## src/design/lmsd_pkg.sv

```systemverilog
// ----------------------------------------------------------------------------
// LED matrix scan driver package
// Shared widths, reset values, codes and the item record passed from the
// front end through the request queue to the scan engine.
// ----------------------------------------------------------------------------
package lmsd_pkg;

  localparam int NUM_ROWS_DEF = 4;
  localparam int ROW_BITS_DEF = 256;

  localparam int TICK_W    = 20;
  localparam int PANEL_W   = 4;
  localparam int CFG_IDX_W = 2;
  localparam int CFG_W     = 20;
  localparam int ROW_W     = 2;
  localparam int COL_W     = 8;

  localparam int QUEUE_DEPTH = 2;
  localparam int QPTR_W      = $clog2(QUEUE_DEPTH);
  localparam int QCNT_W      = $clog2(QUEUE_DEPTH + 1);

  localparam logic [TICK_W-1:0]  LATCH_TICKS_RST  = TICK_W'(500);
  localparam logic [TICK_W-1:0]  SETTLE_TICKS_RST = TICK_W'(500);
  localparam logic [TICK_W-1:0]  HOLD_TICKS_RST   = TICK_W'(49000);
  localparam logic [PANEL_W-1:0] PANEL_COUNT_RST  = PANEL_W'(1);

  // Pixels per chained panel
  localparam int PANEL_BITS = 32;

  // Request command codes
  localparam logic CMD_TICK  = 1'b0;
  localparam logic CMD_WRITE = 1'b1;

  typedef enum logic [CFG_IDX_W-1:0] {
    CFG_LATCH_TICKS  = 2'd0,
    CFG_SETTLE_TICKS = 2'd1,
    CFG_HOLD_TICKS   = 2'd2,
    CFG_PANEL_COUNT  = 2'd3
  } cfg_index_t;

  typedef enum logic [1:0] {
    ITEM_TICK  = 2'd0,
    ITEM_WRITE = 2'd1,
    ITEM_DROP  = 2'd2
  } item_kind_t;

  typedef struct packed {
    item_kind_t       kind;
    logic [ROW_W-1:0] row;
    logic [COL_W-1:0] col;
    logic             value;
  } lmsd_item_t;

  typedef struct packed {
    logic [TICK_W-1:0]  latch_ticks;
    logic [TICK_W-1:0]  settle_ticks;
    logic [TICK_W-1:0]  hold_ticks;
    logic [PANEL_W-1:0] panel_count;
  } lmsd_cfg_t;

endpackage

```

## src/design/lmsd_front.sv

```systemverilog
// ----------------------------------------------------------------------------
// LED matrix scan driver front end
// Accepts requests, sorts them into ticks, pixel writes and dropped writes,
// and holds them in a short queue for the scan engine.
// ----------------------------------------------------------------------------
module lmsd_front
  import lmsd_pkg::*;
#(
  parameter int NUM_ROWS = NUM_ROWS_DEF,
  parameter int ROW_BITS = ROW_BITS_DEF
) (
  input  logic             clk,
  input  logic             rst,
  input  logic             in_valid,
  output logic             in_stall,
  input  logic             cmd,
  input  logic [ROW_W-1:0] pixel_row,
  input  logic [COL_W-1:0] pixel_col,
  input  logic             pixel_value,
  input  logic             clearing,
  output logic             q_valid,
  output lmsd_item_t       q_item,
  input  logic             q_pop
);

  lmsd_item_t              entries [QUEUE_DEPTH];
  logic [QPTR_W-1:0]       wr_ptr;
  logic [QPTR_W-1:0]       rd_ptr;
  logic [QCNT_W-1:0]       count;
  logic                    push;
  logic                    in_range;
  lmsd_item_t              item_in;

  // Classify the incoming request
  always_comb begin
    in_range = (32'(pixel_row) < NUM_ROWS) && (32'(pixel_col) < ROW_BITS);
    item_in.row   = pixel_row;
    item_in.col   = pixel_col;
    item_in.value = pixel_value;
    if (cmd == CMD_WRITE) begin
      item_in.kind = in_range ? ITEM_WRITE : ITEM_DROP;
    end else begin
      item_in.kind = ITEM_TICK;
    end
  end

  // Hold off requests while the queue is full or the frame store is clearing
  assign in_stall = (count == QCNT_W'(QUEUE_DEPTH)) || clearing;
  assign push     = in_valid && !in_stall;
  assign q_valid  = (count != '0);
  assign q_item   = entries[rd_ptr];

  // Queue storage
  always_ff @(posedge clk) begin
    if (push) begin
      entries[wr_ptr] <= item_in;
    end
  end

  // Queue pointers and fill count
  always_ff @(posedge clk) begin
    if (rst) begin
      wr_ptr <= '0;
      rd_ptr <= '0;
      count  <= '0;
    end else begin
      if (push) begin
        wr_ptr <= (wr_ptr == QPTR_W'(QUEUE_DEPTH - 1)) ? '0 : wr_ptr + QPTR_W'(1);
      end
      if (q_pop) begin
        rd_ptr <= (rd_ptr == QPTR_W'(QUEUE_DEPTH - 1)) ? '0 : rd_ptr + QPTR_W'(1);
      end
      if (push && !q_pop) begin
        count <= count + QCNT_W'(1);
      end else if (q_pop && !push) begin
        count <= count - QCNT_W'(1);
      end
    end
  end

endmodule

```

## src/design/lmsd_back.sv

```systemverilog
// ----------------------------------------------------------------------------
// LED matrix scan driver scan engine
// Owns the frame store and the pin sequencer. Takes one queued request per
// cycle unless stalled or clearing; applies it; presents the pin levels.
// ----------------------------------------------------------------------------
module lmsd_back
  import lmsd_pkg::*;
#(
  parameter int NUM_ROWS = NUM_ROWS_DEF,
  parameter int ROW_BITS = ROW_BITS_DEF
) (
  input  logic       clk,
  input  logic       rst,
  input  lmsd_cfg_t  cfg,
  input  logic       q_valid,
  input  lmsd_item_t q_item,
  output logic       q_pop,
  output logic       clearing,
  output logic       out_valid,
  input  logic       out_stall,
  output logic       addr_a,
  output logic       addr_b,
  output logic       latch,
  output logic       shift_clock,
  output logic       serial_data,
  output logic       output_enable
);

  localparam int MEM_DEPTH  = NUM_ROWS * ROW_BITS;
  localparam int AW         = $clog2(MEM_DEPTH);
  localparam int RW         = $clog2(NUM_ROWS);
  localparam int CW         = $clog2(ROW_BITS);
  localparam int MAX_PANELS = ROW_BITS / PANEL_BITS;
  localparam int PW         = $clog2(MAX_PANELS + 1);

  typedef enum logic [2:0] {
    PH_ROW_START,
    PH_LATCH,
    PH_SETTLE,
    PH_BIT_HIGH,
    PH_BIT_LOW,
    PH_HOLD_START,
    PH_HOLD
  } phase_t;

  typedef enum logic [1:0] {
    DATA_KEEP,
    DATA_ONE,
    DATA_MEM
  } data_op_t;

  logic          frame_mem [MEM_DEPTH];
  logic [AW-1:0] clr_addr;
  logic          rdata;

  phase_t            phase, phase_next;
  logic [RW-1:0]     scan_row, scan_row_next;
  logic [CW-1:0]     bit_index, bit_index_next;
  logic [TICK_W-1:0] wait_count, wait_count_next;
  logic              a_level, a_level_next;
  logic              b_level, b_level_next;
  logic              pin_a, pin_a_next;
  logic              pin_b, pin_b_next;
  logic              pin_lat, pin_lat_next;
  logic              pin_clk, pin_clk_next;
  logic              data_level;
  logic              data_sel;
  data_op_t          data_op;
  logic              do_begin;
  logic              rd_en;
  logic [AW-1:0]     raddr;
  logic [AW-1:0]     waddr;
  logic [PW-1:0]     panels;
  logic [CW:0]       row_len;
  logic [CW-1:0]     last_idx;
  logic [TICK_W-1:0] latch_wait;
  logic [TICK_W-1:0] settle_wait;
  logic [TICK_W-1:0] hold_wait;

  // Take a request when the result slot is free or being taken
  assign q_pop = q_valid && !clearing && (!out_valid || !out_stall);

  // Effective configuration: zero counts act as one, panel count clamped
  always_comb begin
    latch_wait  = (cfg.latch_ticks  == '0) ? '0 : cfg.latch_ticks  - TICK_W'(1);
    settle_wait = (cfg.settle_ticks == '0) ? '0 : cfg.settle_ticks - TICK_W'(1);
    hold_wait   = (cfg.hold_ticks   == '0) ? '0 : cfg.hold_ticks   - TICK_W'(1);
    if (cfg.panel_count == '0) begin
      panels = PW'(1);
    end else if (32'(cfg.panel_count) > MAX_PANELS) begin
      panels = PW'(MAX_PANELS);
    end else begin
      panels = PW'(cfg.panel_count);
    end
    row_len  = (CW + 1)'(panels) * (CW + 1)'(PANEL_BITS);
    last_idx = CW'(row_len - (CW + 1)'(1));
  end

  // Frame store addresses
  assign raddr = AW'(scan_row) * AW'(ROW_BITS) + AW'(bit_index);
  assign waddr = AW'(q_item.row) * AW'(ROW_BITS) + AW'(q_item.col);

  // Pin sequencer: next state for one tick
  always_comb begin
    phase_next      = phase;
    scan_row_next   = scan_row;
    bit_index_next  = bit_index;
    wait_count_next = wait_count;
    a_level_next    = a_level;
    b_level_next    = b_level;
    pin_a_next      = pin_a;
    pin_b_next      = pin_b;
    pin_lat_next    = pin_lat;
    pin_clk_next    = pin_clk;
    data_op         = DATA_KEEP;
    rd_en           = 1'b0;
    do_begin        = 1'b0;
    case (phase)
      PH_ROW_START: begin
        do_begin = 1'b1;
      end
      PH_LATCH: begin
        if (wait_count != '0) begin
          wait_count_next = wait_count - TICK_W'(1);
        end else begin
          pin_lat_next    = 1'b0;
          wait_count_next = settle_wait;
          phase_next      = PH_SETTLE;
        end
      end
      PH_SETTLE: begin
        if (wait_count != '0) begin
          wait_count_next = wait_count - TICK_W'(1);
        end else begin
          pin_clk_next = 1'b1;
          data_op      = DATA_MEM;
          rd_en        = 1'b1;
          phase_next   = PH_BIT_LOW;
        end
      end
      PH_BIT_HIGH: begin
        pin_clk_next = 1'b1;
        data_op      = DATA_MEM;
        rd_en        = 1'b1;
        phase_next   = PH_BIT_LOW;
      end
      PH_BIT_LOW: begin
        pin_clk_next = 1'b0;
        if (bit_index >= last_idx) begin
          bit_index_next = '0;
          phase_next     = PH_HOLD_START;
        end else begin
          bit_index_next = bit_index + CW'(1);
          phase_next     = PH_BIT_HIGH;
        end
      end
      PH_HOLD_START: begin
        pin_clk_next    = 1'b1;
        data_op         = DATA_ONE;
        wait_count_next = hold_wait;
        phase_next      = PH_HOLD;
      end
      PH_HOLD: begin
        if (wait_count != '0) begin
          wait_count_next = wait_count - TICK_W'(1);
        end else begin
          scan_row_next = (scan_row == RW'(NUM_ROWS - 1)) ? '0 : scan_row + RW'(1);
          do_begin      = 1'b1;
        end
      end
      default: begin
        phase_next = PH_ROW_START;
      end
    endcase

    // Start of a row: step the address lines and raise latch
    if (do_begin) begin
      a_level_next = !a_level;
      pin_a_next   = !a_level;
      pin_lat_next = 1'b1;
      if (!a_level) begin
        b_level_next = !b_level;
        pin_b_next   = !b_level;
      end
      bit_index_next  = '0;
      wait_count_next = latch_wait;
      phase_next      = PH_LATCH;
    end
  end

  // Frame store: clearing pass, pixel writes and bit reads
  always_ff @(posedge clk) begin
    if (clearing) begin
      frame_mem[clr_addr] <= 1'b0;
    end else if (q_pop && q_item.kind == ITEM_WRITE) begin
      frame_mem[waddr] <= q_item.value;
    end
    if (q_pop && q_item.kind == ITEM_TICK && rd_en) begin
      rdata <= frame_mem[raddr];
    end
  end

  // Sequencer state, result slot and clearing pass
  always_ff @(posedge clk) begin
    if (rst) begin
      phase      <= PH_ROW_START;
      scan_row   <= '0;
      bit_index  <= '0;
      wait_count <= '0;
      a_level    <= 1'b1;
      b_level    <= 1'b1;
      pin_a      <= 1'b0;
      pin_b      <= 1'b0;
      pin_lat    <= 1'b0;
      pin_clk    <= 1'b0;
      data_level <= 1'b1;
      data_sel   <= 1'b0;
      out_valid  <= 1'b0;
      clearing   <= 1'b1;
      clr_addr   <= '0;
    end else begin
      if (clearing) begin
        clr_addr <= clr_addr + AW'(1);
        if (clr_addr == AW'(MEM_DEPTH - 1)) begin
          clearing <= 1'b0;
        end
      end
      if (q_pop) begin
        out_valid <= 1'b1;
      end else if (!out_stall) begin
        out_valid <= 1'b0;
      end
      if (q_pop) begin
        if (q_item.kind == ITEM_TICK) begin
          phase      <= phase_next;
          scan_row   <= scan_row_next;
          bit_index  <= bit_index_next;
          wait_count <= wait_count_next;
          a_level    <= a_level_next;
          b_level    <= b_level_next;
          pin_a      <= pin_a_next;
          pin_b      <= pin_b_next;
          pin_lat    <= pin_lat_next;
          pin_clk    <= pin_clk_next;
          // fold the previous data level unless this tick sets it
          data_level <= (data_op == DATA_ONE) ? 1'b1 : serial_data;
          data_sel   <= (data_op == DATA_MEM);
        end else begin
          // fold the previous data level before applying this request
          data_level <= serial_data;
          data_sel   <= 1'b0;
        end
      end
    end
  end

  // Result pin levels
  assign addr_a        = pin_a;
  assign addr_b        = pin_b;
  assign latch         = pin_lat;
  assign shift_clock   = pin_clk;
  assign serial_data   = data_sel ? !rdata : data_level;
  assign output_enable = 1'b1;

  // Latch is high exactly during the latch wait
  assert property (@(posedge clk) disable iff (rst) pin_lat == (phase == PH_LATCH))
    else $error("latch level out of step with sequencer phase");

  // Clock is high while a bit is on the line and while the row is held
  assert property (@(posedge clk) disable iff (rst)
    (phase == PH_BIT_LOW || phase == PH_HOLD) |-> pin_clk)
    else $error("shift clock low during bit or hold phase");

  // No request is taken during the clearing pass
  assert property (@(posedge clk) disable iff (rst) clearing |-> !q_pop)
    else $error("request taken while frame store clears");

  // A taken request always shows a result next cycle
  assert property (@(posedge clk) disable iff (rst) q_pop |=> out_valid)
    else $error("request taken without a result");

endmodule

```

## src/design/led_matrix_scan_driver_core.sv

```systemverilog
// ----------------------------------------------------------------------------
// LED matrix scan driver core
// Row-scanning pin sequencer for chained LED matrix panels with a one-bit
// frame store. Request channel: cmd, pixel_row, pixel_col, pixel_value.
// Result channel: the six panel pin levels after each request.
//
// Usage: a request with cmd = 1 writes one pixel bit if in range; cmd = 0
// advances the pin sequence by one tick. Every request returns one result.
// A request is taken on a clock edge with in_valid high and in_stall low;
// a result is taken with out_valid high and out_stall low. Requests pass
// the request queue, then the result register; one request is taken per
// cycle, sustained, while out_stall is low and no clearing pass runs.
// After reset the frame store is cleared one pixel per cycle, NUM_ROWS *
// ROW_BITS pixels (1024 by default), with in_stall high; configuration
// writes are taken throughout. A stalled result holds its pins; the
// two-entry queue keeps taking requests until it fills, then raises
// in_stall. Configuration writes go through cfg_write, cfg_index, cfg_data.
// ----------------------------------------------------------------------------
module led_matrix_scan_driver_core
  import lmsd_pkg::*;
#(
  parameter int NUM_ROWS = NUM_ROWS_DEF,
  parameter int ROW_BITS = ROW_BITS_DEF
) (
  input  logic                 clk,
  input  logic                 rst,
  input  logic                 cfg_write,
  input  logic [CFG_IDX_W-1:0] cfg_index,
  input  logic [CFG_W-1:0]     cfg_data,
  input  logic                 in_valid,
  output logic                 in_stall,
  input  logic                 cmd,
  input  logic [ROW_W-1:0]     pixel_row,
  input  logic [COL_W-1:0]     pixel_col,
  input  logic                 pixel_value,
  output logic                 out_valid,
  input  logic                 out_stall,
  output logic                 addr_a,
  output logic                 addr_b,
  output logic                 latch,
  output logic                 shift_clock,
  output logic                 serial_data,
  output logic                 output_enable
);

  lmsd_cfg_t  cfg;
  logic       q_valid;
  lmsd_item_t q_item;
  logic       q_pop;
  logic       clearing;

  // Configuration registers
  always_ff @(posedge clk) begin
    if (rst) begin
      cfg.latch_ticks  <= LATCH_TICKS_RST;
      cfg.settle_ticks <= SETTLE_TICKS_RST;
      cfg.hold_ticks   <= HOLD_TICKS_RST;
      cfg.panel_count  <= PANEL_COUNT_RST;
    end else if (cfg_write) begin
      case (cfg_index_t'(cfg_index))
        CFG_LATCH_TICKS:  cfg.latch_ticks  <= TICK_W'(cfg_data);
        CFG_SETTLE_TICKS: cfg.settle_ticks <= TICK_W'(cfg_data);
        CFG_HOLD_TICKS:   cfg.hold_ticks   <= TICK_W'(cfg_data);
        CFG_PANEL_COUNT:  cfg.panel_count  <= cfg_data[PANEL_W-1:0];
        default: begin
        end
      endcase
    end
  end

  lmsd_front #(
    .NUM_ROWS (NUM_ROWS),
    .ROW_BITS (ROW_BITS)
  ) u_front (
    .clk         (clk),
    .rst         (rst),
    .in_valid    (in_valid),
    .in_stall    (in_stall),
    .cmd         (cmd),
    .pixel_row   (pixel_row),
    .pixel_col   (pixel_col),
    .pixel_value (pixel_value),
    .clearing    (clearing),
    .q_valid     (q_valid),
    .q_item      (q_item),
    .q_pop       (q_pop)
  );

  lmsd_back #(
    .NUM_ROWS (NUM_ROWS),
    .ROW_BITS (ROW_BITS)
  ) u_back (
    .clk           (clk),
    .rst           (rst),
    .cfg           (cfg),
    .q_valid       (q_valid),
    .q_item        (q_item),
    .q_pop         (q_pop),
    .clearing      (clearing),
    .out_valid     (out_valid),
    .out_stall     (out_stall),
    .addr_a        (addr_a),
    .addr_b        (addr_b),
    .latch         (latch),
    .shift_clock   (shift_clock),
    .serial_data   (serial_data),
    .output_enable (output_enable)
  );

endmodule

```

## config.mk

```make
export PLATFORM = sky130hd
export DESIGN_NAME = led_matrix_scan_driver_core
export DESIGN_NICKNAME = d
export VERILOG_FILES = /design/src/design/lmsd_pkg.sv /design/src/design/lmsd_front.sv /design/src/design/lmsd_back.sv /design/src/design/led_matrix_scan_driver_core.sv
export SDC_FILE = /design/constraint.sdc
export NUM_CORES = 2
export LEC_CHECK = 0
export BUFFER_PORTS_ARGS = -buffer_cell sky130_fd_sc_hd__buf_2
export CAP_MARGIN = 20
export CELL_PAD_IN_SITES_DETAIL_PLACEMENT = 1
export CELL_PAD_IN_SITES_GLOBAL_PLACEMENT = 2
export CORE_MARGIN = 2
export CORE_UTILIZATION = 49
export CTS_CLUSTER_DIAMETER = 100
export CTS_CLUSTER_SIZE = 28
export DETAILED_ROUTE_END_ITERATION = 6
export GPL_ROUTABILITY_DRIVEN = 0
export GPL_TIMING_DRIVEN = 0
export PLACE_DENSITY = 0.85
export SLEW_MARGIN = 20
export SYNTH_ARGS = -nofsm -noshare
export SYNTH_HDL_FRONTEND = slang
export SYNTH_SLANG_ARGS = --single-unit
```

## constraint.sdc

```tcl
create_clock -name clk -period 101 [get_ports clk]
set_input_delay 15.15 -clock clk [delete_from_list [all_inputs] [get_ports clk]]
set_output_delay 15.15 -clock clk [all_outputs]
set_load 0.02 [all_outputs]
```

### After elaboration in Yosys (flattened, before gate mapping)

Memories as Yosys holds them, arrays and structs flattened. A register that Yosys moved wholly into a read port is not among the register bits.
Index checks and enable logic that the tools add are counted.

| storage, ports and cells | value |
|---|---|
| register bits after elaboration | 121 |
| memory bits (writable) | 1,048 |
| bits of input ports | 39 |
| output and inout port bits | 8 |
| word-level logic and storage cells | 166 |
| memories kept | 2 |

Memory list:

| memory | depth | bits a word | read ports | clocked after Yosys merged registers in | wr ports | RTL line | source |
|---|---|---|---|---|---|---|---|
| u_back.frame_mem | 1,024 | 1 | 1 | 1 | 1 | lmsd_back.sv:52 | `logic frame_mem [MEM_DEPTH];` |
| u_front.entries | 2 | 12 | 1 | 1 | 1 | lmsd_front.sv:26 | `lmsd_item_t entries [QUEUE_DEPTH];` |

| cells by class | value |
|---|---|
| add/subtract/negate cells | 14 |
| $lt $le $gt $ge | 2 |
| equality and inequality tests | 22 |
| muxes and demuxes | 53 |
| bitwise logic cells | 2 |
| reduce and logical (&&, ||, !) cells | 49 |

Operator list:

| kind | number |
|---|---|
| two-way mux 20 bit | 6 |
| subtractor 20 x 1 -> 20 bit (second input constant) | 4 |
| zero test 20 bit | 3 |
| case mux 20 bit (3 select lines) | 1 |
| two-way mux 1 bit | 27 |
| two-way mux 8 bit | 3 |
| adder 10 x 8 -> 10 bit | 2 |
| AND reduction 4 bit | 5 |
| nonzero test 20 bit | 1 |
| two-way mux 3 bit | 6 |
| case mux 3 bit (6 select lines) | 1 |
| adder 10 x 1 -> 10 bit (second input constant) | 1 |
| == test 10 bit (second input constant) | 1 |
| == test 2 bit (second input constant) | 5 |
| two-way mux 10 bit | 1 |
| == test 3 bit (second input constant) | 3 |
| zero test 1 bit | 9 |
| adder 8 x 1 -> 8 bit (second input constant) | 1 |
| >= comparator 8 bit | 1 |
| logical AND 1 bit | 8 |
| two-way mux 2 bit | 4 |
| AND reduction 2 bit | 4 |
| nonzero test 2 bit | 4 |
| subtractor 8 x 1 -> 8 bit (second input constant) | 1 |
| 25 further kinds | 40 |

### Depth between registers and ports, before layout

| logic depth | value |
|---|---|
| depth after elaboration | 9 |
| gate-level depth with buffers | 14 |
| mapped depth without buffers | 11 |

### By module

From an unflattened synthesis, not the netlist that was laid out.

| unflattened totals | value |
|---|---|
| cell total of the unflattened synthesis | 3,973 |
| area, all modules | 52,572.9 um^2 |

By module, submodules not included:

| module | instances | cells each | area an instance (um^2) | seq. area each (um^2) |
|---|---|---|---|---|
| lmsd_back | 1 | 3,661 | 48,896.9 | 31,840.5 |
| led_matrix_scan_driver_core | 1 | 246 | 2,567.5 | 1,281.2 |
| lmsd_front | 1 | 66 | 1,108.6 | 820.8 |

### Least setup slack after synthesis

Ideal clock, no wire load.

| timing path | value |
|---|---|
| path type | input-to-reg |
| start | in out_stall |
| end | mem u_back.frame_mem[0], data pin |
| setup time | 4.953 ns |
| data arrival time | 39.237 ns |
| path slack | 56.810 ns |
| stages | 3 |
| buffers on the path | 0 |
| cells stage by stage | and2_1 -> or3_1 -> nor2_1 |

| between the ends | value |
|---|---|
| longest elaborated chain between the ends | 9 |

RTL lines:

| item | RTL line | source |
|---|---|---|
| start: declaration | led_matrix_scan_driver_core.sv:37 | `input logic out_stall,` |
| zero test 1 bit | lmsd_back.sv:81 | `assign q_pop = q_valid && !clearing && (!out_valid \|\| !out_stall);` |
| logical OR 1 bit | lmsd_back.sv:81 |  |
| logical AND 1 bit | lmsd_back.sv:81 |  |
| logical AND 1 bit | lmsd_back.sv:195 | `end else if (q_pop && q_item.kind == ITEM_WRITE) begin` |
| two-way mux 1 bit | lmsd_back.sv:195 |  |
| two-way mux 1 bit | lmsd_back.sv:193 | `if (clearing) begin` |
| two-way mux 1 bit (not written as such) | lmsd_back.sv:196 | `frame_mem[waddr] <= q_item.value;` |
| OR reduction 1 bit (no line) | - |  |
| two-way mux 1 bit (no line) | - |  |
| end: declaration | lmsd_back.sv:52 |  |

Every way passes these cells.

### Worst setup path after layout

| timing path | value |
|---|---|
| start | in out_stall |
| end | mem u_back.frame_mem[605] (enable) |

| between the ends | value |
|---|---|
| longest elaborated chain between the ends | 9 |

RTL lines:

| item | RTL line |
|---|---|
| zero test 1 bit * | lmsd_back.sv:81 |
| logical OR 1 bit * | lmsd_back.sv:81 |
| logical AND 1 bit * | lmsd_back.sv:81 |
| logical AND 1 bit * | lmsd_back.sv:195 |
| two-way mux 1 bit * | lmsd_back.sv:195 |
| two-way mux 1 bit * | lmsd_back.sv:193 |
| two-way mux 1 bit (not written as such) * | lmsd_back.sv:196 |
| OR reduction 1 bit (no line) | - |
| two-way mux 10 bit (no line) / two-way mux 1 bit (equally long branches) | - |

Mark *: on every way between the ends. The rest lies on a longest branch, timed or not.

==> results.yml <==
routing:
  wirelength_mm: 195.7
  firstDrtPassIters: 7
  route.antenna.remaining_nets: 0
  drc: 0
  avgRoutedWirePerCell_um: 34.77
  avgViaCountPerCell: 6.592
  drt_iter0_drc: 5662
  dr_total_vias: 37110
logic_synthesis:
  synthCells: 4063
  yosysMostFrequentCell: "nor2_1"
  netlist_top_cells_area: "edfxtp_1 (60%), mux4_2 (8.6%), nor2_1 (8.2%)"
  synthTopCellsByCount: "nor2_1 (1145), edfxtp_1 (1049), nand2_1 (293)"
  synthDominantCellAreaShare_pct: 60.03
  synth-warning-count: 0
  postSynthAreaPerCell_um2: 12.91
  async_reset_ff_share_pct: 0
  synth-seq-cells: 1171
  syn_area_um2: 52470
  synth_ff_type: "edfxtp_1"
  yosysUniqueCellTypes: 88
  synth_edf_count: 1049
  seq_area_frac_synth_pct: 64.69
  synth_area_leader_cell: "edfxtp_1"
  synth.net_count: 4115
cts:
  post_cts_resized: 0
  cts_sinks: 1171
  clk_pin_slew_ns: 0.11
  clock_latency_ns: 0.73
  numCtsBuffers: 49
  ctsHoldBuffers: 0
  root_buffer: "clkbuf_16"
  cts_tree: "done"
  htree_levels: 2
  post_cts_buffers: 0
  cts_buffer_depth: 3
global_route:
  grt_pass1_wl_mm: 272.7
  grt_pass1_vias: 36410
  grt_usage_pct: 35.41
  grt_overflow_total: 0
  antenna_found_initial: 6
  grt_max_degree: 45
floorplanning:
  coreArea_um2: 106600
  die_area_um2: 109700
  fp.dieH_um: 331.2
  die_w_um: 331.2
  io_pins: 47
  initial_core_util_pct: 49.22
  fp-row-count: 120
run:
  max-cap-violations: 0
power:
  internal-power_uw: 623.4
  pwr-share-seq_pct: 65.6
  leakage_uw: 0.01432
  p_sw_uw: 172.2
  p_per_area_nw_per_um2: 14.02
  pwr-share-comb_pct: 1.9
  power_uw: 795.6
  swShare_pct: 21.64
  clkPwrFrac_pct: 32.4
  ir_drop_v: 0.00001454
worst_setup_path:
  cp_cell_sequence: "buf_2, and2_1, nor3_4, buf_4, mux2i_2, nor3b_1, nand2_1, clkbuf_1, nor2_1"
  r2r_start: "u_back.bit_index[1]$_SDFFE_PP0P_"
  startpoint_type: "input port"
  r2r_slack_ns: 95.55
  cp_slowest_cell: "mux2i_2"
  worstPathRequired_ns: 101.43
  r2r_end: "u_back.rdata$_DFFE_PP_"
  ff2ff_path_depth: 11
  crit_buf_inv: 3
  crit_fanout: 10
  crit_path_max_incr_delay_ns: 1.00
  critPathTopFamily: "simple AND/OR/NAND/NOR gates"
  arrival_ns: 18.89
  endpoint_kind: "flop"
  crit_type: "in2reg"
min_path:
  hp-start: "u_back.addr_a$_SDFFE_PP0P_"
  hold-path-cell-count: 2
  min_path_type: "reg2reg"
  hold_path_end: "u_back.addr_a$_SDFFE_PP0P_"
timing:
  min_period_over_period_pct: 18.28
  relSlewSlack_pct: 12.55
  hold_violations: 0
  tightest_slew_ns: 1.309
  fin_skew_ns: 0.05152
  setup_tns_ns: 0
  rsz0062_at_grt: "false"
  setup_ws_ns: 82.54
  finalMaxSlewViolations: 0
  finalSetupViolCount: 0
  fin_crit_ns: 18.46
  max_clock_freq_ghz: 0.05417
status:
  status: "finished clean"
cells_and_area:
  nets: 4244
  area_growth_syn_to_layout_pct: 8.110
  fin_cells: 5629
  drive_gt1_share_pct: 12.36
  fin_area_um2: 56730
placed_design:
  dp_hpwl_mm: 133.4
  placed_area_um2: 55210
  port_buffers: 44
  dpl_worst_slack_ns: 81.95
  dp.cells: 5542
[layout make-up]
type / count / area (µm²)
clock inverter: 7 / 72.57
sequential: 1171 / 33940
multi-input combinational: 2523 / 16870
antenna: 3 / 7.507
inverter: 25 / 93.84
tap: 1403 / 1755
clock buffer: 75 / 1409
fill: 10760 / 49880
timing repair buffer: 78 / 925.9
buffer: 344 / 1649
[power groups by stage]
stage          clock [µW]  sequential, µW  combinational (µW)
3_3_place_gp            0             533                14.9
3_5_place_dp            0             533                15.1
5_1_grt               269             522                16.2
2_1_floorplan           0             532                7.75
4_1_cts               256             522                15.2
6_report              258             522                15.4
[stage by stage]
stage          util, %  hold WS (ns)
6_report         53.21        0.4815
5_1_grt          53.21        0.5096
4_1_cts          53.18        0.4782
3_5_place_dp     51.79        0.4601
3_3_place_gp     51.08        0.4457
2_1_floorplan        -        0.4325
[sequential cells by signal, summed over array words and instances, names as in the netlist, 2 cells and up, named ones only]
signal,flops
u_back.frame_mem,1024
cfg,64
u_front.entries,24
u_back.wait_count,20
u_back.clr_addr,10
u_back.bit_index,8
u_back.phase,3
u_back.scan_row,2
u_front.count,2
[how the worst max path moves through the flow]
stage / start / endpoint / slack [ns] / cells past startpoint
finish: out_stall / u_back.frame_mem[605]$_DFFE_PP_ / 82.54 / 9
global route: out_stall / u_back.frame_mem[581]$_DFFE_PP_ / 82.47 / 9
CTS: out_stall / u_back.frame_mem[579]$_DFFE_PP_ / 82.70 / 9
detailed placement: out_stall / u_back.frame_mem[579]$_DFFE_PP_ / 81.95 / 9
global placement: out_stall / u_back.frame_mem[294]$_DFFE_PP_ / 38.71 / 4
floorplan: out_stall / u_back.frame_mem[0]$_DFFE_PP_ / 56.81 / 3
[cells in the final DEF, fill, tap and decap left out, drive strengths merged, types with 25 or more instances in the layout]
cell type / count
clkbuf: 259
buf: 238
nor3: 57
dfxtp: 122
xor2: 34
edfxtp: 1049
nand2: 293
nand3: 30
mux2i: 134
mux4: 212
o221ai: 48
xnor2: 47
o21ai: 44
nor2: 1146
nand3b: 29
or3: 25
a21oi: 107
inv: 30
o22ai: 44
[metal layers]
| layer | global-route usage, % | wire length [µm] | vias up |
|---|---|---|---|
| li1 | - | - | 14990 |
| met1 | 47.36 | 73340 | 19170 |
| met2 | 54.08 | 87460 | 2399 |
| met3 | 7.963 | 22430 | 544 |
| met4 | 19.45 | 12430 | 8 |
| met5 | 0 | 62 | - |
[kinds of logic (layout without fill, tap and decap cells)]
logic type | count (synthesis) | count (layout) | share of synthesized area, %
compound gates | 355 | 355 | 4.554
flops | 1171 | 1171 | 64.69
xor+xnor | 81 | 81 | 1.352
simple gates | 1710 | 1710 | 13.72
other cells | 1 | 4 | 0.007147
mux | 363 | 363 | 12.11
buf+inv | 369 | 529 | 3.267
fa+ha+maj | 13 | 13 | 0.3100
[worst register-to-register path, delay by kind of cell, from the launching register on]
kind,cells,cell delay (ns)
AOI/OAI and AO/OA,5,1.85
DFF,1,0.37
buffers and inverters,4,2.22
muxes,1,0.43
and+or+nand+nor,1,0.21
No activity file was read; power rests on OpenSTA's default activity.
